## config.mk

```make
export PLATFORM = sky130hd
export DESIGN_NAME = jvm_int_bytecode_executor
export DESIGN_NICKNAME = d
export VERILOG_FILES = /design/src/rtl/core/jvx_pkg.sv /design/src/rtl/core/jvx_front.sv /design/src/rtl/core/jvx_back.sv /design/src/rtl/core/jvm_int_bytecode_executor.sv
export VERILOG_INCLUDE_DIRS = /design/src /design/src/rtl/core
export SDC_FILE = /design/constraint.sdc
export NUM_CORES = 2
export LEC_CHECK = 0
export BUFFER_PORTS_ARGS = -buffer_cell sky130_fd_sc_hd__buf_2
export CAP_MARGIN = 20
export CORE_AREA = 4 4 440 615
export CTS_BUF_LIST = sky130_fd_sc_hd__clkbuf_16
export CTS_CLUSTER_DIAMETER = 40
export DETAILED_ROUTE_END_ITERATION = 10
export DIE_AREA = 0 0 444 619
export PLACE_DENSITY = 0.63
export SLEW_MARGIN = 20
export SYNTH_ARGS = -nofsm -noshare
export SYNTH_HDL_FRONTEND = slang
export SYNTH_SLANG_ARGS = --single-unit
```

## constraint.sdc

```tcl
create_clock -name clk -period 12.7 [get_ports clk]
set_input_delay 1.27 -clock clk [delete_from_list [all_inputs] [get_ports clk]]
set_output_delay 1.27 -clock clk [all_outputs]
set_load 0.01 [all_outputs]
```

## src/rtl/core/jvm_int_bytecode_executor_macros.svh

```systemverilog
// Assertion macros for the bytecode executor.
// No dependencies.
`ifndef JVM_INT_BYTECODE_EXECUTOR_MACROS_SVH
`define JVM_INT_BYTECODE_EXECUTOR_MACROS_SVH
// Implication checked every edge outside reset.
`define JVX_ASSERT_IMP(lbl, a, c) \
  lbl: assert property (@(posedge clk) disable iff (!rst_n) (a) |-> (c)) \
    else $error("assertion failed");
// Next-cycle implication.
`define JVX_ASSERT_NXT(lbl, a, c) \
  lbl: assert property (@(posedge clk) disable iff (!rst_n) (a) |=> (c)) \
    else $error("assertion failed");
`endif

```

## src/rtl/core/jvx_pkg.sv

```systemverilog
// Package for the bytecode executor: widths, opcodes, payload types.
// No dependencies.
`default_nettype none
package jvx_pkg;
  localparam int StackDepth = 16;
  localparam int LocalCount = 16;
  localparam int SpW = $clog2(StackDepth + 1);
  localparam int SIdxW = $clog2(StackDepth);
  localparam int LIdxW = $clog2(LocalCount);

  localparam logic [7:0] OP_NOP = 8'd0, OP_BIPUSH = 8'd16, OP_ILOAD = 8'd21,
    OP_ILOAD0 = 8'd26, OP_ISTORE = 8'd54, OP_ISTORE0 = 8'd59, OP_POP = 8'd87,
    OP_DUP = 8'd89, OP_DUPX1 = 8'd90, OP_IADD = 8'd96, OP_ISUB = 8'd100,
    OP_IMUL = 8'd104, OP_IINC = 8'd132, OP_I2B = 8'd145, OP_I2C = 8'd146,
    OP_I2S = 8'd147, OP_IFEQ = 8'd153, OP_ICMPEQ = 8'd159, OP_GOTO = 8'd167,
    OP_IRET = 8'd172, OP_ICONSTM1 = 8'd2, OP_ICONST0 = 8'd3;

  localparam logic [2:0] FLT_NONE = 3'd0, FLT_OPC = 3'd1, FLT_UNDER = 3'd2,
    FLT_OVER = 3'd3, FLT_LOCAL = 3'd4, FLT_PC = 3'd5;

  typedef enum logic [3:0] {
    K_NOP, K_PUSHC, K_LOAD, K_STORE, K_POP, K_DUP, K_DUPX1, K_ADD, K_SUB,
    K_MUL, K_IINC, K_CAST, K_IF1, K_IF2, K_GOTO, K_RET
  } kind_t;

  typedef struct packed {
    logic [7:0] cmd;
    logic [7:0] operand_hi;
    logic [7:0] operand_lo;
  } in_item_t;

  typedef struct packed {
    logic [15:0] next_pc;
    logic        branch_taken;
    logic signed [31:0] top_value;
    logic [4:0]  stack_depth;
    logic        returned;
    logic [2:0]  fault;
  } out_item_t;

  // classified item passed from front to back
  typedef struct packed {
    kind_t       kind;
    logic        unknown;
    logic [1:0]  len;
    logic [1:0]  need;
    logic [7:0]  cmd;
    logic [7:0]  hi;
    logic [7:0]  lo;
    logic [8:0]  lidx;
    logic [31:0] konst;
  } dec_item_t;
endpackage
`default_nettype wire

```

## src/rtl/core/jvx_front.sv

```systemverilog
// Front end: accepts items, decodes the opcode into a classified item.
// Depends on jvx_pkg.
`default_nettype none
module jvx_front import jvx_pkg::*; (
  input  wire logic     clk,
  input  wire logic     rst_n,
  input  wire in_item_t in_item,
  input  wire logic     in_push,
  output logic          in_full,
  output dec_item_t     dq_item,
  output logic          dq_valid,
  input  wire logic     dq_ready
);
  dec_item_t d;
  dec_item_t item_r, item_nxt;
  logic      valid_r, valid_nxt;
  logic [7:0] op;

  // decode
  always_comb begin
    op = in_item.cmd;
    d = '0;
    d.cmd = op; d.hi = in_item.operand_hi; d.lo = in_item.operand_lo;
    d.len = 2'd1; d.kind = K_NOP;
    d.konst = {{24{in_item.operand_hi[7]}}, in_item.operand_hi};
    priority if (op == OP_NOP) d.kind = K_NOP;
    else if (op >= OP_ICONSTM1 && op <= 8'd8) begin
      d.kind = K_PUSHC; d.konst = 32'(op) - 32'(OP_ICONST0);
    end else if (op == OP_BIPUSH) begin d.kind = K_PUSHC; d.len = 2'd2; end
    else if (op == OP_ILOAD) begin
      d.kind = K_LOAD; d.len = 2'd2; d.lidx = {1'b0, in_item.operand_hi};
    end else if (op >= OP_ILOAD0 && op <= 8'd29) begin
      d.kind = K_LOAD; d.lidx = 9'(op - OP_ILOAD0);
    end else if (op == OP_ISTORE) begin
      d.kind = K_STORE; d.len = 2'd2; d.need = 2'd1; d.lidx = {1'b0, in_item.operand_hi};
    end else if (op >= OP_ISTORE0 && op <= 8'd62) begin
      d.kind = K_STORE; d.need = 2'd1; d.lidx = 9'(op - OP_ISTORE0);
    end else if (op == OP_POP) begin d.kind = K_POP; d.need = 2'd1; end
    else if (op == OP_DUP) begin d.kind = K_DUP; d.need = 2'd1; end
    else if (op == OP_DUPX1) begin d.kind = K_DUPX1; d.need = 2'd2; end
    else if (op == OP_IADD) begin d.kind = K_ADD; d.need = 2'd2; end
    else if (op == OP_ISUB) begin d.kind = K_SUB; d.need = 2'd2; end
    else if (op == OP_IMUL) begin d.kind = K_MUL; d.need = 2'd2; end
    else if (op == OP_IINC) begin
      d.kind = K_IINC; d.len = 2'd3; d.lidx = {1'b0, in_item.operand_hi};
    end else if (op >= OP_I2B && op <= OP_I2S) begin d.kind = K_CAST; d.need = 2'd1; end
    else if (op >= OP_IFEQ && op <= 8'd158) begin
      d.kind = K_IF1; d.len = 2'd3; d.need = 2'd1;
    end else if (op >= OP_ICMPEQ && op <= 8'd164) begin
      d.kind = K_IF2; d.len = 2'd3; d.need = 2'd2;
    end else if (op == OP_GOTO) begin d.kind = K_GOTO; d.len = 2'd3; end
    else if (op >= OP_IRET && op <= 8'd177) d.kind = K_RET;
    else d.unknown = 1'b1;
  end

  // one-entry queue toward the back end
  assign in_full = valid_r && !dq_ready;
  always_comb begin
    valid_nxt = valid_r;
    item_nxt  = item_r;
    if (dq_ready) valid_nxt = 1'b0;
    if (in_push && !in_full) begin valid_nxt = 1'b1; item_nxt = d; end
  end
  always_ff @(posedge clk) begin
    if (!rst_n) valid_r <= 1'b0;
    else valid_r <= valid_nxt;
    item_r <= item_nxt;
  end
  assign dq_item = item_r;
  assign dq_valid = valid_r;
endmodule
`default_nettype wire

```

## src/rtl/core/jvx_back.sv

```systemverilog
// Back end: stack, locals, pc; one item per cycle while results drain.
// Depends on jvx_pkg and the assertion macro header.
`default_nettype none
`include "jvm_int_bytecode_executor_macros.svh"
module jvx_back import jvx_pkg::*; (
  input  wire logic      clk,
  input  wire logic      rst_n,
  input  wire logic [15:0] meth_len,
  input  wire dec_item_t dq_item,
  input  wire logic      dq_valid,
  output logic           dq_ready,
  output out_item_t      out_item,
  output logic           out_empty,
  input  wire logic      out_pop
);
  logic [31:0] stk_r [StackDepth];
  logic [31:0] loc_r [LocalCount];
  logic [SpW-1:0] sp_r, sp_nxt;
  logic [15:0] pc_r, pc_nxt;
  logic halted_r, halted_nxt;
  out_item_t res_r, res_nxt;
  logic full_r, full_nxt;
  logic go;
  logic [31:0] a, b, lv, wval, mul, tnew;
  logic [SIdxW-1:0] i1, i2, i0;
  logic [LIdxW-1:0] li;
  logic [2:0] flt, sel;
  logic cond, taken;
  logic signed [17:0] tgt;
  logic [17:0] pc_end;
  logic wr0, wr1, wr2, lwr;
  logic [31:0] w0, w1, w2, lw;

  assign dq_ready = !full_r || out_pop;
  assign go = dq_valid && dq_ready;
  assign i0 = SIdxW'(sp_r);
  assign i1 = SIdxW'(sp_r - SpW'(1));
  assign i2 = SIdxW'(sp_r - SpW'(2));
  assign a = stk_r[i1];
  assign b = stk_r[i2];
  assign li = LIdxW'(dq_item.lidx);
  assign lv = loc_r[li];
  assign mul = b * a;
  assign pc_end = 18'(pc_r) + 18'(dq_item.len);
  assign tgt = $signed({2'b00, pc_r}) + 18'($signed({dq_item.hi, dq_item.lo}));
  assign sel = 3'(dq_item.cmd - ((dq_item.kind == K_IF1) ? OP_IFEQ : OP_ICMPEQ));

  // condition test
  always_comb begin
    logic signed [31:0] x, y;
    x = (dq_item.kind == K_IF1) ? $signed(a) : $signed(b);
    y = (dq_item.kind == K_IF1) ? 32'sd0 : $signed(a);
    unique case (sel)
      3'd0: cond = x == y;
      3'd1: cond = x != y;
      3'd2: cond = x < y;
      3'd3: cond = x >= y;
      3'd4: cond = x > y;
      default: cond = x <= y;
    endcase
    if (dq_item.kind == K_GOTO) cond = 1'b1;
  end

  // execute
  always_comb begin
    logic grow1, grow2;
    grow1 = dq_item.kind == K_PUSHC || dq_item.kind == K_LOAD || dq_item.kind == K_DUP;
    grow2 = dq_item.kind == K_DUPX1;
    flt = FLT_NONE; taken = 1'b0;
    pc_nxt = pc_r; sp_nxt = sp_r; halted_nxt = halted_r;
    wr0 = 1'b0; wr1 = 1'b0; wr2 = 1'b0; lwr = 1'b0;
    w0 = a; w1 = a; w2 = b; lw = a; wval = a;
    if (!halted_r) begin
      priority if (pc_r >= meth_len) flt = FLT_PC;
      else if (dq_item.unknown) flt = FLT_OPC;
      else if (pc_end > 18'(meth_len)) flt = FLT_PC;
      else if (sp_r < SpW'(dq_item.need)) flt = FLT_UNDER;
      else if ((grow1 || grow2) && sp_r >= SpW'(StackDepth)) flt = FLT_OVER;
      else if (dq_item.lidx >= 9'(LocalCount)) flt = FLT_LOCAL;
      else if ((dq_item.kind == K_IF1 || dq_item.kind == K_IF2 ||
                dq_item.kind == K_GOTO) && cond &&
               (tgt < 0 || tgt >= $signed({2'b00, meth_len}))) flt = FLT_PC;
    end
    if (!halted_r && flt == FLT_NONE) begin
      pc_nxt = 16'(pc_end);
      unique case (dq_item.kind)
        K_PUSHC: begin wr0 = 1'b1; w0 = dq_item.konst; sp_nxt = sp_r + SpW'(1); end
        K_LOAD:  begin wr0 = 1'b1; w0 = lv; sp_nxt = sp_r + SpW'(1); end
        K_STORE: begin lwr = 1'b1; lw = a; sp_nxt = sp_r - SpW'(1); end
        K_POP:   sp_nxt = sp_r - SpW'(1);
        K_DUP:   begin wr0 = 1'b1; w0 = a; sp_nxt = sp_r + SpW'(1); end
        K_DUPX1: begin
          wr0 = 1'b1; w0 = a; wr1 = 1'b1; w1 = b; wr2 = 1'b1; w2 = a;
          sp_nxt = sp_r + SpW'(1);
        end
        K_ADD:   begin wr2 = 1'b1; w2 = b + a; sp_nxt = sp_r - SpW'(1); end
        K_SUB:   begin wr2 = 1'b1; w2 = b - a; sp_nxt = sp_r - SpW'(1); end
        K_MUL:   begin wr2 = 1'b1; w2 = mul; sp_nxt = sp_r - SpW'(1); end
        K_IINC:  begin lwr = 1'b1; lw = lv + {{24{dq_item.lo[7]}}, dq_item.lo}; end
        K_CAST:  begin
          wr1 = 1'b1;
          unique case (dq_item.cmd)
            OP_I2B:  w1 = {{24{a[7]}}, a[7:0]};
            OP_I2C:  w1 = {16'd0, a[15:0]};
            default: w1 = {{16{a[15]}}, a[15:0]};
          endcase
        end
        K_IF1, K_IF2, K_GOTO: begin
          sp_nxt = sp_r - SpW'(dq_item.need);
          if (cond) begin taken = 1'b1; pc_nxt = 16'(tgt); end
        end
        K_RET:   begin halted_nxt = 1'b1; pc_nxt = pc_r; end
        default: ;
      endcase
    end
    // new stack top as seen after this item
    tnew = stk_r[SIdxW'(sp_nxt - SpW'(1))];
    if (wr0 && sp_nxt == sp_r + SpW'(1)) tnew = w0;
    else if (wr1 && sp_nxt == sp_r) tnew = w1;
    else if (wr2 && sp_nxt == sp_r - SpW'(1)) tnew = w2;
    if (sp_nxt == '0) tnew = '0;
    wval = tnew;
    res_nxt.next_pc = pc_nxt;
    res_nxt.branch_taken = taken;
    res_nxt.top_value = $signed(wval);
    res_nxt.stack_depth = 5'(sp_nxt);
    res_nxt.returned = halted_nxt;
    res_nxt.fault = flt;
  end

  // state update
  always_comb begin
    full_nxt = full_r;
    if (out_pop) full_nxt = 1'b0;
    if (go) full_nxt = 1'b1;
  end
  always_ff @(posedge clk) begin
    if (!rst_n) begin
      sp_r <= '0; pc_r <= '0; halted_r <= 1'b0; full_r <= 1'b0;
      for (int k = 0; k < LocalCount; k++) loc_r[k] <= '0;
    end else begin
      full_r <= full_nxt;
      if (go) begin
        sp_r <= sp_nxt; pc_r <= pc_nxt; halted_r <= halted_nxt;
        if (lwr) loc_r[li] <= lw;
      end
    end
    if (go) begin
      res_r <= res_nxt;
      if (wr2) stk_r[i2] <= w2;
      if (wr1) stk_r[i1] <= w1;
      if (wr0) stk_r[i0] <= w0;
    end
  end
  assign out_item = res_r;
  assign out_empty = !full_r;

  `JVX_ASSERT_IMP(a_sp_range, 1'b1, sp_r <= SpW'(StackDepth))
  `JVX_ASSERT_NXT(a_halt_sticky, halted_r, halted_r)
  `JVX_ASSERT_NXT(a_halt_pc, halted_r && go, $stable(pc_r) && $stable(sp_r))
  `JVX_ASSERT_IMP(a_fault_nostate, go && flt != FLT_NONE, !lwr && !wr0 && !wr1 && !wr2)
endmodule
`default_nettype wire

```

## src/rtl/core/jvm_int_bytecode_executor.sv

```systemverilog
// Top level of the integer bytecode executor: config register, front, back.
// Depends on jvx_pkg, jvx_front and jvx_back.
//
// Usage: push one instruction item (opcode, two operand bytes) per cycle on
// in_push while in_full is low. Each item yields exactly one result item on
// the out_ side, read with out_pop while out_empty is low.
// The decode register loads when an item is accepted, the execute stage's result
// register when the back end takes it; the result can then be popped.
// Throughput: one item per cycle while the receiver keeps popping, set by the execute
// stage that reads and writes the operand stack and locals in the same cycle.
// When the receiver stalls, the result register holds, the decode queue
// fills and in_full rises; nothing is lost.
// Reset (rst_n low, synchronous): pc, stack pointer, halt flag and all locals
// clear, the method length returns to 65535, both queues empty.
// cfg_we writes the method length at once; write it only while the block is idle.
`default_nettype none
module jvm_int_bytecode_executor import jvx_pkg::*; (
  input  wire logic      clk,
  input  wire logic      rst_n,
  input  wire in_item_t  in_item,
  input  wire logic      in_push,
  output logic           in_full,
  output out_item_t      out_item,
  output logic           out_empty,
  input  wire logic      out_pop,
  input  wire logic      cfg_we,
  input  wire logic [15:0] cfg_wdata
);
  logic [15:0] meth_len_r;
  dec_item_t dq_item;
  logic dq_valid, dq_ready;

  // configuration register
  always_ff @(posedge clk) begin
    if (!rst_n) meth_len_r <= 16'hFFFF;
    else if (cfg_we) meth_len_r <= cfg_wdata;
  end

  jvx_front u_front (
    .clk, .rst_n, .in_item, .in_push, .in_full,
    .dq_item, .dq_valid, .dq_ready
  );
  jvx_back u_back (
    .clk, .rst_n, .meth_len(meth_len_r), .dq_item, .dq_valid, .dq_ready,
    .out_item, .out_empty, .out_pop
  );
endmodule
`default_nettype wire
```

==> run_results.csv <==
group,metric,value,unit
power_and_ir_drop,pwr-share-comb,72.3,%
routing,totalWireLength,383000,um
yosys,synth_flop_cell,"edfxtp_1",
yosys,avgSynthCellArea,10.33,um2
setup_path,critical_path_arrival,12.27,ns
sta,worst_hold_slack,0.5450,ns
worst_hold_path,hold_path_startpoint,"u_front.dq_item[32]",
routing,viasPerCell,6.230,
sta,setup_viol,0,
global_route,grt_pass1_vias,76880,
sta,rsz0062_at_grt,"no",
place,place_hpwl,243300,um
place,place_ws,1.530,ns
sta,setup_tns,0,ns
setup_path,crit_required,13.24,ns
clock_tree,clk_pin_slew,0.06,ns
power_and_ir_drop,p_sw,14790,uW
clock_tree,insertion_delay,0.84,ns
sta,hold_violations,0,
setup_path,startpoint_type,"register",
cells_and_area,seq_area,0.03492,mm2
sta,fin_crit,11.73,ns
cells_and_area,multi_input_comb_area,0.05260,mm2
yosys,seq_area_frac_synth,37.80,%
setup_path,worstPathMaxFanout,23,
setup_path,r2r-end,"u_back.out_item[37]",
die,core,0.2654,mm2
setup_path,r2r_cells,30,
place,port_buffers,104,
routing,initialDrtViolationCount,11500,
power_and_ir_drop,power_density,299.5,mW/mm2
yosys,synth_area_leaders,"edfxtp_1 37%, mux4_2 16%, fa_1 9.0%",
place,place_congestion,0.9838,
sta,fin_crit_sh,92.33,%
setup_path,r2r_setup_slack,0.97,ns
routing,ant_nets,0,
yosys,yosys_warnings,0,
routing,drt_pass1_iterations,9,
setup_path,slowest_stage,"nor2_1",
yosys,yosysTopAreaCell,"edfxtp_1",
yosys,synthArstFlopShare,0,%
cells_and_area,fillers,25370,
clock_tree,cts_hold_buf,0,
global_route,track_usage,27.24,%
die,dieArea,0.2748,mm2
routing,detail_route.wl_per_cell,30.89,um
power_and_ir_drop,pwr-share-clk,13.4,%
die,initial_core_util,34.79,%
global_route,grt-ovfl-total,0,
cells_and_area,drive_gt1_share,16.51,%
setup_path,max_stage_delay,1.05,ns
clock_tree,h-tree-depth,4,
routing,vias,77240,
routing,drcViolationCount,0,
yosys,syn_area,0.09234,mm2
die,die_h,619,um
clock_tree,post-cts-setup-buffer-count,0,
yosys,synth_edf_count,1133,
setup_path,reg2reg_from,"u_back.sp_r[2]",
worst_hold_path,hold_path_depth,2,
yosys,yosysTopAreaCellShare,36.85,%
sta,fin_worst_skew,0.07240,ns
clock_tree,cts_tree,"yes",
run_status,status,"completed",
sta,max_freq,85.28,MHz
power_and_ir_drop,vdd_drop_max,0.001487,V
die,rows,224,
sta,slew_headroom,17.48,%
cells_and_area,final_util,38.55,%
yosys,ys_ff_latch,1177,
power_and_ir_drop,switching_share,48.26,%
setup_path,end_kind,"register",
worst_hold_path,worstHoldPathType,"register to register",
setup_path,crit_top_cell,"inv_1",
power_and_ir_drop,totalPowerFinal,30650,uW
global_route,grt_pass1_wl,541500,um
clock_tree,cts_buffers,141,
power_and_ir_drop,p_leak,0.04055,uW
yosys,syn-num-nets,9704,
power_and_ir_drop,seqPwrFrac,14.3,%
sta,fin_ws,0.9742,ns
yosys,synth_cell_types,93,
cells_and_area,nets,9538,
sta,tightest_slew,1.238,ns
global_route,antenna_found_initial,42,
die,die_w,444,um
sta,slew_viol_final,0,
run,max-cap-violations,0,
clock_tree,ctsResizeCount,0,
die,io_pins,105,
setup_path,path_class,"register to register",
global_route,grt_start_max_net_pins,120,
power_and_ir_drop,internal_power,15860,uW
cells_and_area,syn_to_final_growth,10.82,%
clock_tree,cts_max_path_buffers,4,
yosys,synthCells,8940,
clock_tree,cts_sinks,1177,
clock_tree,cts-root-buf,"clkbuf_16",
cells in the mapped netlist (34+ instances only):
library cell  count
o21ai_0         934
buf_1            61
o21a_1           36
dfxtp_1          44
nor3_1           72
inv_1           640
a21o_1           43
a21oi_1         359
mux4_2          639
buf_2            62
and2_1          137
edfxtp_1       1133
nand3_1          53
nor2_1          901
xnor2_1         145
nand2_1        1502
ha_1            306
mux2i_1         160
fa_1            413
xor2_1           59
nor2b_1          48
nand4_1          41
clkbuf_1        619
a211oi_1         39
nand2b_1         34
o211ai_1         44
logic make-up after synthesis:
family,after synthesis,synth area share [%]
adder cells (fa/ha/maj),719,13.10
buffers and inverters,1405,5.921
flip-flops,1177,37.80
multiplexers,804,17.39
XOR/XNOR,210,2.069
AND/OR/NAND/NOR,2908,13.12
AO/OA/AOI/OAI,1717,10.59
layout by cell type (no fill, tap or decap), types with 46 or more instances in the layout:
cell type  Yosys  routed
a21oi_1      359     337
and2_1       137     137
buf_2         62     104
buf_4         13     331
clkbuf_16      0     145
edfxtp_1    1133    1133
fa_1         413     413
ha_1         306     303
inv_1        640     655
mux2i_1      160     155
mux4_2       639     639
nand2_1     1502    1473
nand3_1       53      46
nor2_1       901     897
nor2b_1       48      47
nor3_1        72      68
o21ai_0      934     932
xnor2_1      145     143
xor2_1        59      58
cell type report:
cell class	count	area share, %
clock buffer	145	3.546
sequential	1177	34.13
clock inverter	94	0.9085
timing repair buffer	455	3.321
tap	3503	4.283
antenna	25	0.06114
multi-input combinational	6358	51.40
inverter	641	2.354
registers in the layout, indices dropped and copies added, names as in the netlist, named ones only:
signal,flops
u_back.pc_r,16
u_back.full_r,1
u_front.dq_item,51
u_back.loc_r,512
u_back.sp_r,5
u_back.stk_r,512
u_front.dq_valid,1
meth_len_r,16
u_back.halted_r,1
u_back.out_item,58
power by group through the flow:
stage	combinational [uW]	clock (uW)	sequential, uW
6_report	22200	4100	4390
5_1_grt	24400	4250	4390
4_1_cts	21900	4110	4390
3_5_place_dp	21600	0	4470
3_3_place_gp	21500	0	4460
2_1_floorplan	15900	0	4450
routing by layer:
layer	GRT usage [%]	part of all wire (%)	vias to the layer above	routed length [um]
met5	0	0.052	-	201
met4	23.80	11	28	41930
met3	8.233	13	1993	49090
met2	44.02	46	6069	174800
met1	29.01	31	37820	116900
li1	-	-	31330	-
metrics by stage:
step                      instance area, um2  cells
after floorplan                        92340   8940
after global placement                 97450  12130
after detailed placement               97550  12130
after CTS                             102100  12370
after global routing                  102300  12380
final                                 102300  12400
worst max-delay path by stage:
stage	from	to	slack [ns]
2_1_floorplan	u_back.sp_r[0]	u_back.out_item[38]	0.89
3_3_place_gp	u_back.sp_r[1]	u_back.out_item[40]	1.66
3_5_place_dp	u_back.sp_r[2]	u_back.stk_r[3][23]	1.53
4_1_cts	u_back.sp_r[2]	u_back.stk_r[3][23]	1.56
5_1_grt	u_back.sp_r[2]	u_back.stk_r[10][31]	0.79
6_report	u_back.sp_r[2]	u_back.out_item[37]	0.97
worst max-delay path: cells and delay by family, from the launching register on:
kind	cells	cell delay, ns
mux	2	1.29
buf+inv	6	1.53
flops	1	0.66
xor+xnor	2	1.30
compound gates	7	2.13
simple gates	10	3.54
fa+ha+maj	3	0.94
Power figures use the tool's default switching activity.
